File: config.mk
export PLATFORM = sky130hd
export DESIGN_NAME = trail_follow_smoother
export DESIGN_NICKNAME = d
export VERILOG_FILES = /design/src/design/tfs_pkg.sv /design/src/design/trail_follow_smoother.sv /design/src/design/tfs_ram.sv
export SDC_FILE = /design/constraint.sdc
export NUM_CORES = 2
export LEC_CHECK = 0
export BUFFER_PORTS_ARGS = -buffer_cell sky130_fd_sc_hd__buf_2
export CORE_ASPECT_RATIO = 2
export CORE_MARGIN = 2
export CORE_UTILIZATION = 45
export DETAILED_ROUTE_END_ITERATION = 6
export MAX_ROUTING_LAYER = met4
export SLEW_MARGIN = 25
export SYNTH_ARGS = -nofsm -noshare
export SYNTH_HDL_FRONTEND = slang
export SYNTH_SLANG_ARGS = --single-unit
File: constraint.sdc
create_clock -name clk -period 8 [get_ports clk]
set_input_delay 0.4 -clock clk [delete_from_list [all_inputs] [get_ports clk]]
set_output_delay 0.4 -clock clk [all_outputs]
set_load 0.005 [all_outputs]
File: src/design/tfs_pkg.sv
`timescale 1ns / 1ps

package tfs_pkg;

    localparam int COORDS      = 6;   // near x, y, z then far x, y, z
    localparam int COORD_W     = 24;
    localparam int COORD_SEL_W = 3;
    localparam int BLEND_W     = 17;
    localparam int IDX_W       = 5;
    localparam int PROD_W      = COORD_W + 1 + BLEND_W + 1;
    localparam int FRAC_W      = 16;
    localparam int S_TDATA_W   = COORDS * COORD_W;
    localparam int M_TDATA_W   = 152; // index plus six coordinates, padded to bytes

    localparam logic [BLEND_W-1:0]     BLEND_ONE   = 17'h10000;
    localparam logic [BLEND_W-1:0]     BLEND_RESET = 17'h02000;
    localparam logic [COORD_SEL_W-1:0] LAST_COORD  = 3'd5;

    typedef logic signed [COORD_W-1:0] coord_t;

endpackage

File: src/design/trail_follow_smoother.sv
`timescale 1ns / 1ps

// Trail follow smoother: a chain of SEGMENTS+1 vertex pairs, each coordinate a
// first-order low-pass follower of the node before it (node 0 follows the head).
//   s_*   : one transfer per tick, six signed Q16.8 head coordinates.
//   m_*   : SEGMENTS+1 transfers per tick, one per node in index order;
//           tlast marks the final node of the tick.
//   cfg_* : blend weight, Q1.16, written whenever cfg_we is high; values above
//           1.0 are clamped to 1.0. Write only while the block is idle.
// Timing: the vertex store is one single-port-read RAM, one coordinate read per
// cycle through a three-stage read / subtract / multiply / write-back pipe.
// Each node issues its six coordinate reads, then drains the pipe before its
// result is registered for output; the nodes of a tick run one after another.
// Reset: every vertex reads as zero (per-node valid flags, no clearing pass),
// blend returns to 8192 (0.125). A tick can be taken as soon as reset is
// released.
// Stall: a result holds in the output register; the next node does not start
// until it has been taken, and no new tick is accepted until the last has gone.

module trail_follow_smoother
    import tfs_pkg::*;
#(
    parameter int SEGMENTS = 16
) (
    input  logic                 clk,
    input  logic                 rst_n,
    // fields from bit 0: head_start_x, head_start_y, head_start_z,
    //                    head_end_x, head_end_y, head_end_z
    input  logic [S_TDATA_W-1:0] s_tdata,
    input  logic                 s_tvalid,
    output logic                 s_tready,
    // fields from bit 0: node_index, near_x, near_y, near_z, far_x, far_y, far_z
    output logic [M_TDATA_W-1:0] m_tdata,
    output logic                 m_tlast,  // is_last
    output logic                 m_tvalid,
    input  logic                 m_tready,
    input  logic                 cfg_we,
    input  logic [BLEND_W-1:0]   cfg_wdata
);

    localparam int NODES  = SEGMENTS + 1;
    localparam int NODE_W = $clog2(NODES);
    localparam int DEPTH  = NODES * COORDS;
    localparam int ADDR_W = $clog2(DEPTH);
    localparam logic [NODE_W-1:0] LAST_NODE = NODE_W'(SEGMENTS);

    typedef enum logic [1:0] {
        IDLE,
        ISSUE,
        DRAIN,
        WAIT_OUT
    } state_t;

    // control
    state_t                 state_reg, state_next;
    logic [NODE_W-1:0]      node_reg, node_next;
    logic [COORD_SEL_W-1:0] coord_reg, coord_next;
    logic [NODES-1:0]       node_valid_reg, node_valid_next;
    logic                   out_valid_reg, out_valid_next;
    logic [BLEND_W-1:0]     blend_reg, blend_next;
    logic                   a_vld_reg, b_vld_reg, c_vld_reg;

    // pipe payload
    logic [COORD_SEL_W-1:0] a_coord_reg, b_coord_reg, c_coord_reg;
    logic [ADDR_W-1:0]      a_addr_reg, b_addr_reg, c_addr_reg;
    logic                   a_init_reg;
    coord_t                 b_old_reg, c_old_reg;
    logic signed [COORD_W:0] b_diff_reg;
    logic signed [PROD_W-1:0] c_prod_reg;

    coord_t                 dest_reg [COORDS];
    coord_t                 out_coord_reg [COORDS];
    logic [IDX_W-1:0]       out_index_reg;
    logic                   out_last_reg;

    logic                   s_fire, m_fire, issue, wb_last;
    logic [ADDR_W-1:0]      rd_addr;
    logic [COORD_W-1:0]     rd_data;
    coord_t                 a_old;
    logic signed [COORD_W:0] diff_next;
    logic signed [BLEND_W:0] blend_s;
    logic signed [PROD_W-1:0] prod_next;
    coord_t                 wb_value;

    assign s_tready = (state_reg == IDLE);
    assign s_fire   = s_tvalid && s_tready;
    assign m_fire   = out_valid_reg && m_tready;
    assign issue    = (state_reg == ISSUE);
    assign wb_last  = c_vld_reg && (c_coord_reg == LAST_COORD);

    assign rd_addr = ADDR_W'(ADDR_W'(node_reg) * ADDR_W'(COORDS) + ADDR_W'(coord_reg));

    tfs_ram #(
        .WIDTH (COORD_W),
        .DEPTH (DEPTH)
    ) u_vertex_ram (
        .clk   (clk),
        .we    (c_vld_reg),
        .waddr (c_addr_reg),
        .wdata (wb_value),
        .raddr (rd_addr),
        .rdata (rd_data)
    );

    // arithmetic: never-written nodes read as zero
    assign a_old     = a_init_reg ? coord_t'(rd_data) : '0;
    assign diff_next = (COORD_W+1)'(dest_reg[a_coord_reg]) - (COORD_W+1)'(a_old);
    assign blend_s   = signed'({1'b0, blend_reg});
    assign prod_next = b_diff_reg * blend_s;
    // floor((dest - old) * blend / 2^16), kept to 24 bits
    assign wb_value  = c_old_reg + coord_t'(c_prod_reg[FRAC_W +: COORD_W]);

    always_comb
    begin
        state_next      = state_reg;
        node_next       = node_reg;
        coord_next      = coord_reg;
        node_valid_next = node_valid_reg;
        out_valid_next  = out_valid_reg;
        blend_next      = blend_reg;

        if (cfg_we)
        begin
            blend_next = (cfg_wdata > BLEND_ONE) ? BLEND_ONE : cfg_wdata;
        end

        if (wb_last)
        begin
            node_valid_next[node_reg] = 1'b1;
        end

        if (m_fire)
        begin
            out_valid_next = 1'b0;
        end
        if (wb_last)
        begin
            out_valid_next = 1'b1;
        end

        unique case (state_reg)
            IDLE:
            begin
                if (s_fire)
                begin
                    node_next  = '0;
                    coord_next = '0;
                    state_next = ISSUE;
                end
            end
            ISSUE:
            begin
                coord_next = coord_reg + 1'b1;
                if (coord_reg == LAST_COORD)
                begin
                    state_next = DRAIN;
                end
            end
            DRAIN:
            begin
                if (wb_last)
                begin
                    state_next = WAIT_OUT;
                end
            end
            WAIT_OUT:
            begin
                if (!out_valid_reg || m_tready)
                begin
                    coord_next = '0;
                    if (node_reg == LAST_NODE)
                    begin
                        state_next = IDLE;
                    end
                    else
                    begin
                        node_next  = node_reg + 1'b1;
                        state_next = ISSUE;
                    end
                end
            end
            default:
            begin
                state_next = IDLE;
            end
        endcase
    end

    always_ff @(posedge clk or negedge rst_n)
    begin
        if (!rst_n)
        begin
            state_reg      <= IDLE;
            node_reg       <= '0;
            coord_reg      <= '0;
            node_valid_reg <= '0;
            out_valid_reg  <= 1'b0;
            blend_reg      <= BLEND_RESET;
            a_vld_reg      <= 1'b0;
            b_vld_reg      <= 1'b0;
            c_vld_reg      <= 1'b0;
        end
        else
        begin
            state_reg      <= state_next;
            node_reg       <= node_next;
            coord_reg      <= coord_next;
            node_valid_reg <= node_valid_next;
            out_valid_reg  <= out_valid_next;
            blend_reg      <= blend_next;
            a_vld_reg      <= issue;
            b_vld_reg      <= a_vld_reg;
            c_vld_reg      <= b_vld_reg;
        end
    end

    always_ff @(posedge clk)
    begin
        // stage a: RAM read in flight
        a_coord_reg <= coord_reg;
        a_addr_reg  <= rd_addr;
        a_init_reg  <= node_valid_reg[node_reg];
        // stage b: difference
        b_coord_reg <= a_coord_reg;
        b_addr_reg  <= a_addr_reg;
        b_old_reg   <= a_old;
        b_diff_reg  <= diff_next;
        // stage c: product
        c_coord_reg <= b_coord_reg;
        c_addr_reg  <= b_addr_reg;
        c_old_reg   <= b_old_reg;
        c_prod_reg  <= prod_next;

        if (s_fire)
        begin
            for (int i = 0; i < COORDS; i++)
            begin
                dest_reg[i] <= coord_t'(s_tdata[i*COORD_W +: COORD_W]);
            end
        end
        else if (c_vld_reg)
        begin
            // this node's result is the next node's target
            dest_reg[c_coord_reg] <= wb_value;
        end

        if (c_vld_reg)
        begin
            out_coord_reg[c_coord_reg] <= wb_value;
        end
        if (wb_last)
        begin
            out_index_reg <= IDX_W'(node_reg);
            out_last_reg  <= (node_reg == LAST_NODE);
        end
    end

    always_comb
    begin
        m_tdata = '0;
        m_tdata[IDX_W-1:0] = out_index_reg;
        for (int i = 0; i < COORDS; i++)
        begin
            m_tdata[IDX_W + i*COORD_W +: COORD_W] = out_coord_reg[i];
        end
    end

    assign m_tvalid = out_valid_reg;
    assign m_tlast  = out_last_reg;

`ifndef SYNTHESIS
    a_no_accept_with_pending: assert property (@(posedge clk) disable iff (!rst_n)
        s_fire |-> !out_valid_reg)
        else $error("tick accepted while a result is pending");

    a_wb_inside_tick: assert property (@(posedge clk) disable iff (!rst_n)
        c_vld_reg |-> (state_reg == ISSUE || state_reg == DRAIN))
        else $error("write-back outside a node pass");

    a_out_from_last_coord: assert property (@(posedge clk) disable iff (!rst_n)
        $rose(out_valid_reg) |-> $past(wb_last))
        else $error("result raised without final coordinate write-back");

    a_last_at_final_node: assert property (@(posedge clk) disable iff (!rst_n)
        (out_valid_reg && out_last_reg) |-> (node_reg == LAST_NODE))
        else $error("last mark on a node other than the final one");
`endif

endmodule

File: src/design/tfs_ram.sv
`timescale 1ns / 1ps

module tfs_ram #(
    parameter int WIDTH  = 24,
    parameter int DEPTH  = 102,
    parameter int ADDR_W = $clog2(DEPTH)
) (
    input  logic              clk,
    input  logic              we,
    input  logic [ADDR_W-1:0] waddr,
    input  logic [WIDTH-1:0]  wdata,
    input  logic [ADDR_W-1:0] raddr,
    output logic [WIDTH-1:0]  rdata
);

    logic [WIDTH-1:0] mem [DEPTH];
    logic [WIDTH-1:0] rdata_reg;

    always_ff @(posedge clk)
    begin
        if (we)
        begin
            mem[waddr] <= wdata;
        end
        rdata_reg <= mem[raddr];
    end

    assign rdata = rdata_reg;

endmodule

# ---- Word level (Yosys, flattened, before mapping)
# Memory sizes are Yosys's and may differ from the RTL's. A register that Yosys moved wholly into a read port is not among the register bits.
# Index checks and enable logic that the tools add are counted.
# W data, S select, Z words.
dict set report word_totals {
  regBits 198
  mem_bits_rw 2736
  in_bits 166
  output_inout_bits 155
  wordCells 91
  memories 3
}
dict set report op_classes {
  add_sub_neg 5
  multipliers 2
  magnitude_cmp 3
  n_eq_ne 11
  n_mux 30
  n_bitwise 1
  reduce_logical 14
}
# memory depth word_bits read_ports rd_clocked_by_memory_dff write_ports line
set memory_table {}
lappend memory_table {u_vertex_ram.mem 102 24 1 1 1 tfs_ram.sv:16} ;# logic [WIDTH-1:0] mem [DEPTH];
lappend memory_table {dest_reg 6 24 1 1 6 trail_follow_smoother.sv:71} ;# coord_t dest_reg [COORDS];
lappend memory_table {out_coord_reg 6 24 6 0 1 trail_follow_smoother.sv:72} ;# coord_t out_coord_reg [COORDS];
# operator count
set op_table {}
lappend op_table {{$mux W24} 2}
lappend op_table {{$mul A25 B18 Y40} 1}
lappend op_table {{$sub A24 B24 Y25} 1}
lappend op_table {{$add A24 B24 Y24} 1}
lappend op_table {{$reduce_or A24 Y1} 1}
lappend op_table {{$gt A17 B17 Y1 const B} 1}
lappend op_table {{$mux W17} 1}
lappend op_table {{$or A17 B17 Y17} 1}
lappend op_table {{$mux W5} 3}
lappend op_table {{$mux W1} 12}
lappend op_table {{$pmux W5 S2} 1}
lappend op_table {{$mux W3} 3}
lappend op_table {{$pmux W3 S3} 1}
lappend op_table {{$mux W2} 4}
lappend op_table {{$pmux W2 S4} 1}
lappend op_table {{$reduce_and A4 Y1} 2}
lappend op_table {{$add A7 B3 Y7} 1}
lappend op_table {{$eq A3 B3 Y1 const B} 2}
lappend op_table {{$lt A5 B6 Y1 const B} 1}
lappend op_table {{$mul A5 B2 Y6 const B} 1}
lappend op_table {{$ne A2 B2 Y1 const B} 3}
lappend op_table {{$add A5 B1 Y5 const B} 1}
lappend op_table {{$bmux W1 S5} 1}
lappend op_table {{$demux W1 S5} 1}
lappend op_table {{13 further kinds} 19}

# ---- Longest topological paths before layout
dict set report logic_depth {
  ltp_word 6
  ltp_mapped 25
  depth_no_buf 24
}

# ---- Hierarchy
# Synthesis repeated with hierarchy kept, for this count alone.
dict set report unflattened {
  hier_cells 7027
  area_unflattened_um2 129228.9
}
# module n_inst cells_per_inst area_per_inst_um2 seq_area_each_um2
set by_module_without_submodules {}
lappend by_module_without_submodules {tfs_ram 1 4062 94515.6 73991.0}
lappend by_module_without_submodules {trail_follow_smoother 1 2965 34713.3 13974.7}

# ---- Worst setup path before layout
# OpenSTA, ideal clock, no wires.
dict set report synth_path {
  path_kind {register -> register}
  from {reg blend_reg[9]}
  to {reg c_prod_reg[38]}
  setup_ns 0.123
  t_arrival_ns 5.996
  t_required_ns 7.877
  setup_slack_ns 1.880
  stages_incl_launch_ff 25
  synth_period_minus_slack_ns 6.120
  cell_sequence {dfrtp_1 > clkbuf_1 > clkbuf_1 > nand2_1 > fa_1 > inv_1 > fa_1 > inv_1 > fa_1 > inv_1 > fa_1 > fa_1 > inv_1 > fa_1 > inv_1 > ha_1 > a21oi_1 > o21ai_1 > a211oi_1 > o31ai_4 > a41oi_2 > o21ai_1 > o31ai_2 > o21bai_1 > xor2_1}
}
dict set report synth_via {
  elab_chain_cells 1
}
# item line
set synth_rtl {}
lappend synth_rtl {{start, declared} trail_follow_smoother.sv:60} ;# logic [BLEND_W-1:0] blend_reg, blend_next;
lappend synth_rtl {{start signal, assigned} trail_follow_smoother.sv:210} ;# blend_reg <= blend_next;
lappend synth_rtl {{$mul A25 B18 Y40} trail_follow_smoother.sv:109} ;# assign prod_next = b_diff_reg * blend_s;
lappend synth_rtl {{via prod_next[38]} trail_follow_smoother.sv:82} ;# logic signed [PROD_W-1:0] prod_next;
lappend synth_rtl {{end signal, assigned} trail_follow_smoother.sv:232} ;# c_prod_reg <= prod_next;
lappend synth_rtl {{end, declared} trail_follow_smoother.sv:69} ;# logic signed [PROD_W-1:0] c_prod_reg;
# The timed path passes the listed nets, and every way through them passes these cells.
# A chain may end at the register's enable or synchronous reset.

# ---- Final worst setup path
dict set report layout_path {
  from {reg blend_reg[4]}
  to {reg c_prod_reg[33]}
}
# The elaborated chain is that of the path after synthesis.

==> qor.csv <==
stage;metric;value;unit
die;fp-row-count;277;
timing;setup_viol;0;
job;drv_cap;0;
power_and_ir_drop;ir_drop;0.871;mV
worst_setup_path;critPathKind;reg2reg;
clocking;htreeDepth;5;
synth;netlist_area;129000;sq um
die;die_w;382;um
route;drc;0;
power_and_ir_drop;p_total;68500;uW
placement;port_buffers;317;
cells_and_area;fin_area;148000;sq um
die;die_area;290000;sq um
timing;min_period_over_period;89.6;%
placement;dpl.cell_count;10856;
die;top_level_ports;321;
route;wl;353000;um
cells_and_area;largest_reg_flops;2448;
cells_and_area;nNetsFinal;8266;
timing;hold_viol;0;
synth;ys_seq_area_share;68.4;%
clocking;cts-buffers-inserted;274;
route;drt_iter0_drc;5144;
die;start_util;45.2;%
worst_setup_path;endpoint_kind;register;
clocking;clkLatencyLatePin;0.88;ns
timing;fin_crit;7.16;ns
synth;synth.distinct_cells;68;
cells_and_area;layout.cells.non_filler;11535;
route;post_drt_via_cell_ratio;5.70;
route;vias;65800;
synth;ys_ff_latch;2987;
synth;synthCells;6844;
grt;grt_pass1_wl;505000;um
power_and_ir_drop;cellPowerDensity;464;nW/um^2
synth;synth_ff_type;edfxtp_1;
clocking;cts_max_path_buffers;4;
placement;dp_hpwl;228000;um
grt;grt_antenna_before_repair;13;
timing;rsz0062_at_grt;false;
timing;worstMarginPinSlew;1.18;ns
timing;fmax;140;MHz
worst_setup_path;crit_fanout;26;
placement;gp_congestion;0.899;
clocking;cts_setup_buffers;0;
timing;max-slew-margin-rel;19.0;%
synth;synth_top_cells_by_area;edfxtp_1 65%, mux4_2 14%, fa_1 6.2%;
grt;gr-total-overflow;0;
route;wl_per_cell;30.6;um
clocking;clkSinkCount;2987;
clocking;clkTransAtPathRegs;0.07;ns
worst_setup_path;worst_ep_arrival_time;7.87;ns
grt;grt_pass1_vias;71258;
placement;placed_cell_area;137000;sq um
cells_and_area;drive_gt1_share;25.4;%
grt;busiest_layer;met2;
synth;avgSynthCellArea;18.8;sq um
clocking;tritoncts;built;
grt;grt_max_degree;109;
worst_setup_path;start_kind;register;
timing;maxSlewViolCount;0;
timing;tns;0;ns
route;dr.pass1.iters;5;
timing;skew;0.0676;ns
die;core_region_area;285000;sq um
grt;grtUsageMet3;2.61;%
grt;met1_usage;26.5;%
timing;hold_ws;0.0591;ns
synth;synth_top_area_cell;edfxtp_1;
synth;synth_top_area_share;65.1;%
route;ant_nets;0;
synth;async_flop_share;1.61;%
cells_and_area;area_growth;14.8;%
synth;ys_warn_count;0;
synth;synth_edf_count;2790;
worst_setup_path;crit_required;8.71;ns
grt;gr-usage-all-layers;25.1;%
outcome;status;finished, final reports clean;
clocking;root_buffer;clkbuf_16;
power_and_ir_drop;p_leak;0.0509;uW
hold_path;hold_path_class;in2reg;
grt;use_met2;46.4;%
die;dieHeight;760;um
-- worst max-delay path: stages (launching register included) --
cell	delay (ns)
dfrtp_1	1.05
nand2_1	0.19
fa_1	0.54
fa_1	0.53
fa_1	0.52
inv_1	0.06
fa_1	0.53
fa_1	0.50
inv_1	0.05
fa_1	0.48
inv_1	0.04
ha_1	0.33
nand2_1	0.07
o21ai_1	0.20
and4bb_1	0.27
o31ai_4	0.43
a41oi_2	0.30
o31ai_1	0.54
a31oi_1	0.19
xnor2_1	0.17
-- worst paths after layout --
path,start,endpoint,slack [ns],depth (start not counted)
max,blend_reg[4],c_prod_reg[33],0.84,19
min,s_tdata[135],dest_reg[6][15],0.06,3
max reg2reg,blend_reg[4],c_prod_reg[33],0.84,19
min reg2reg,b_old_reg[6],c_old_reg[6],0.30,0
max in group asynchronous,rst_n,coord_reg[0],7.17,3
min in group asynchronous,rst_n,blend_reg[15],0.25,3
-- repair_timing --
action	in CTS	in global routing
endpoints found under the hold margin	232	0
resized for setup	0	0
endpoints found under the setup margin	0	0
hold buffers	170	0
-- cell families (layout without fill, tap and decap cells) --
kind of cell,count (synthesis),count (layout),synth area share (%)
mux,953,953,15.2
compound gates,418,418,1.93
fa+ha+maj,558,558,7.75
simple gates,966,966,3.40
flops,2987,2987,68.4
xor+xnor,90,90,0.613
other cells,1,19,0.00292
buf+inv,871,1778,2.66
-- report_power, final --
part / total, uW / switching (uW) / leakage (uW) / internal [uW]
logic: 34400 / 20900 / 0.0197 / 13500
clock network: 13000 / 5810 / 0.00419 / 7150
registers: 21100 / 831 / 0.0270 / 20300
-- through the flow --
| step | worst slack [ns] | utilization (%) |
|---|---|---|
| floorplan | 1.88 | - |
| global placement | 0.823 | 47.9 |
| detailed placement | 0.748 | 48.2 |
| CTS | 0.702 | 51.8 |
| global route | 0.501 | 51.9 |
| finish | 0.836 | 51.9 |
-- layout make-up --
class	instances	area, sq um
fill	22531	137000
sequential	2987	88000
multi-input combinational	2988	38200
clock buffer	338	7300
timing repair buffer	737	6040
tap	3766	4710
inverter	554	2100
clock inverter	149	1330
antenna	16	40.0
-- per-layer routing --
| layer | vias up | part of all wire, % |
|---|---|---|
| met1 | 35535 | 34 |
| met5 | - | 0 |
| met2 | 2064 | 57 |
| met4 | 0 | 5.3 |
| met3 | 682 | 4.2 |
| li1 | 27519 | - |
-- cells in the mapped netlist, drive strengths merged, types with 9 or more instances --
| library cell | count |
|---|---|
| a21o | 24 |
| a21oi | 86 |
| and2 | 198 |
| and3 | 10 |
| buf | 104 |
| clkbuf | 213 |
| dfrtp | 47 |
| dfxtp | 149 |
| edfxtp | 2790 |
| fa | 398 |
| ha | 160 |
| inv | 554 |
| mux2 | 67 |
| mux2i | 89 |
| mux4 | 797 |
| nand2 | 494 |
| nand2b | 16 |
| nand3 | 23 |
| nor2 | 168 |
| nor2b | 15 |
| nor3 | 14 |
| o211ai | 27 |
| o21a | 9 |
| o21ai | 211 |
| o21bai | 21 |
| xnor2 | 67 |
| xor2 | 23 |
-- cells in the final DEF (no fill, tap or decap), types with 158 or more instances in the layout --
cell,instances
edfxtp_1,2790
mux4_2,797
inv_1,545
nand2_1,489
fa_1,397
buf_2,317
clkbuf_16,282
and2_1,198
buf_4,197
o21ai_0,176
dlygate4sd3_1,170
ha_1,158
(Power assumes the default switching activity.)
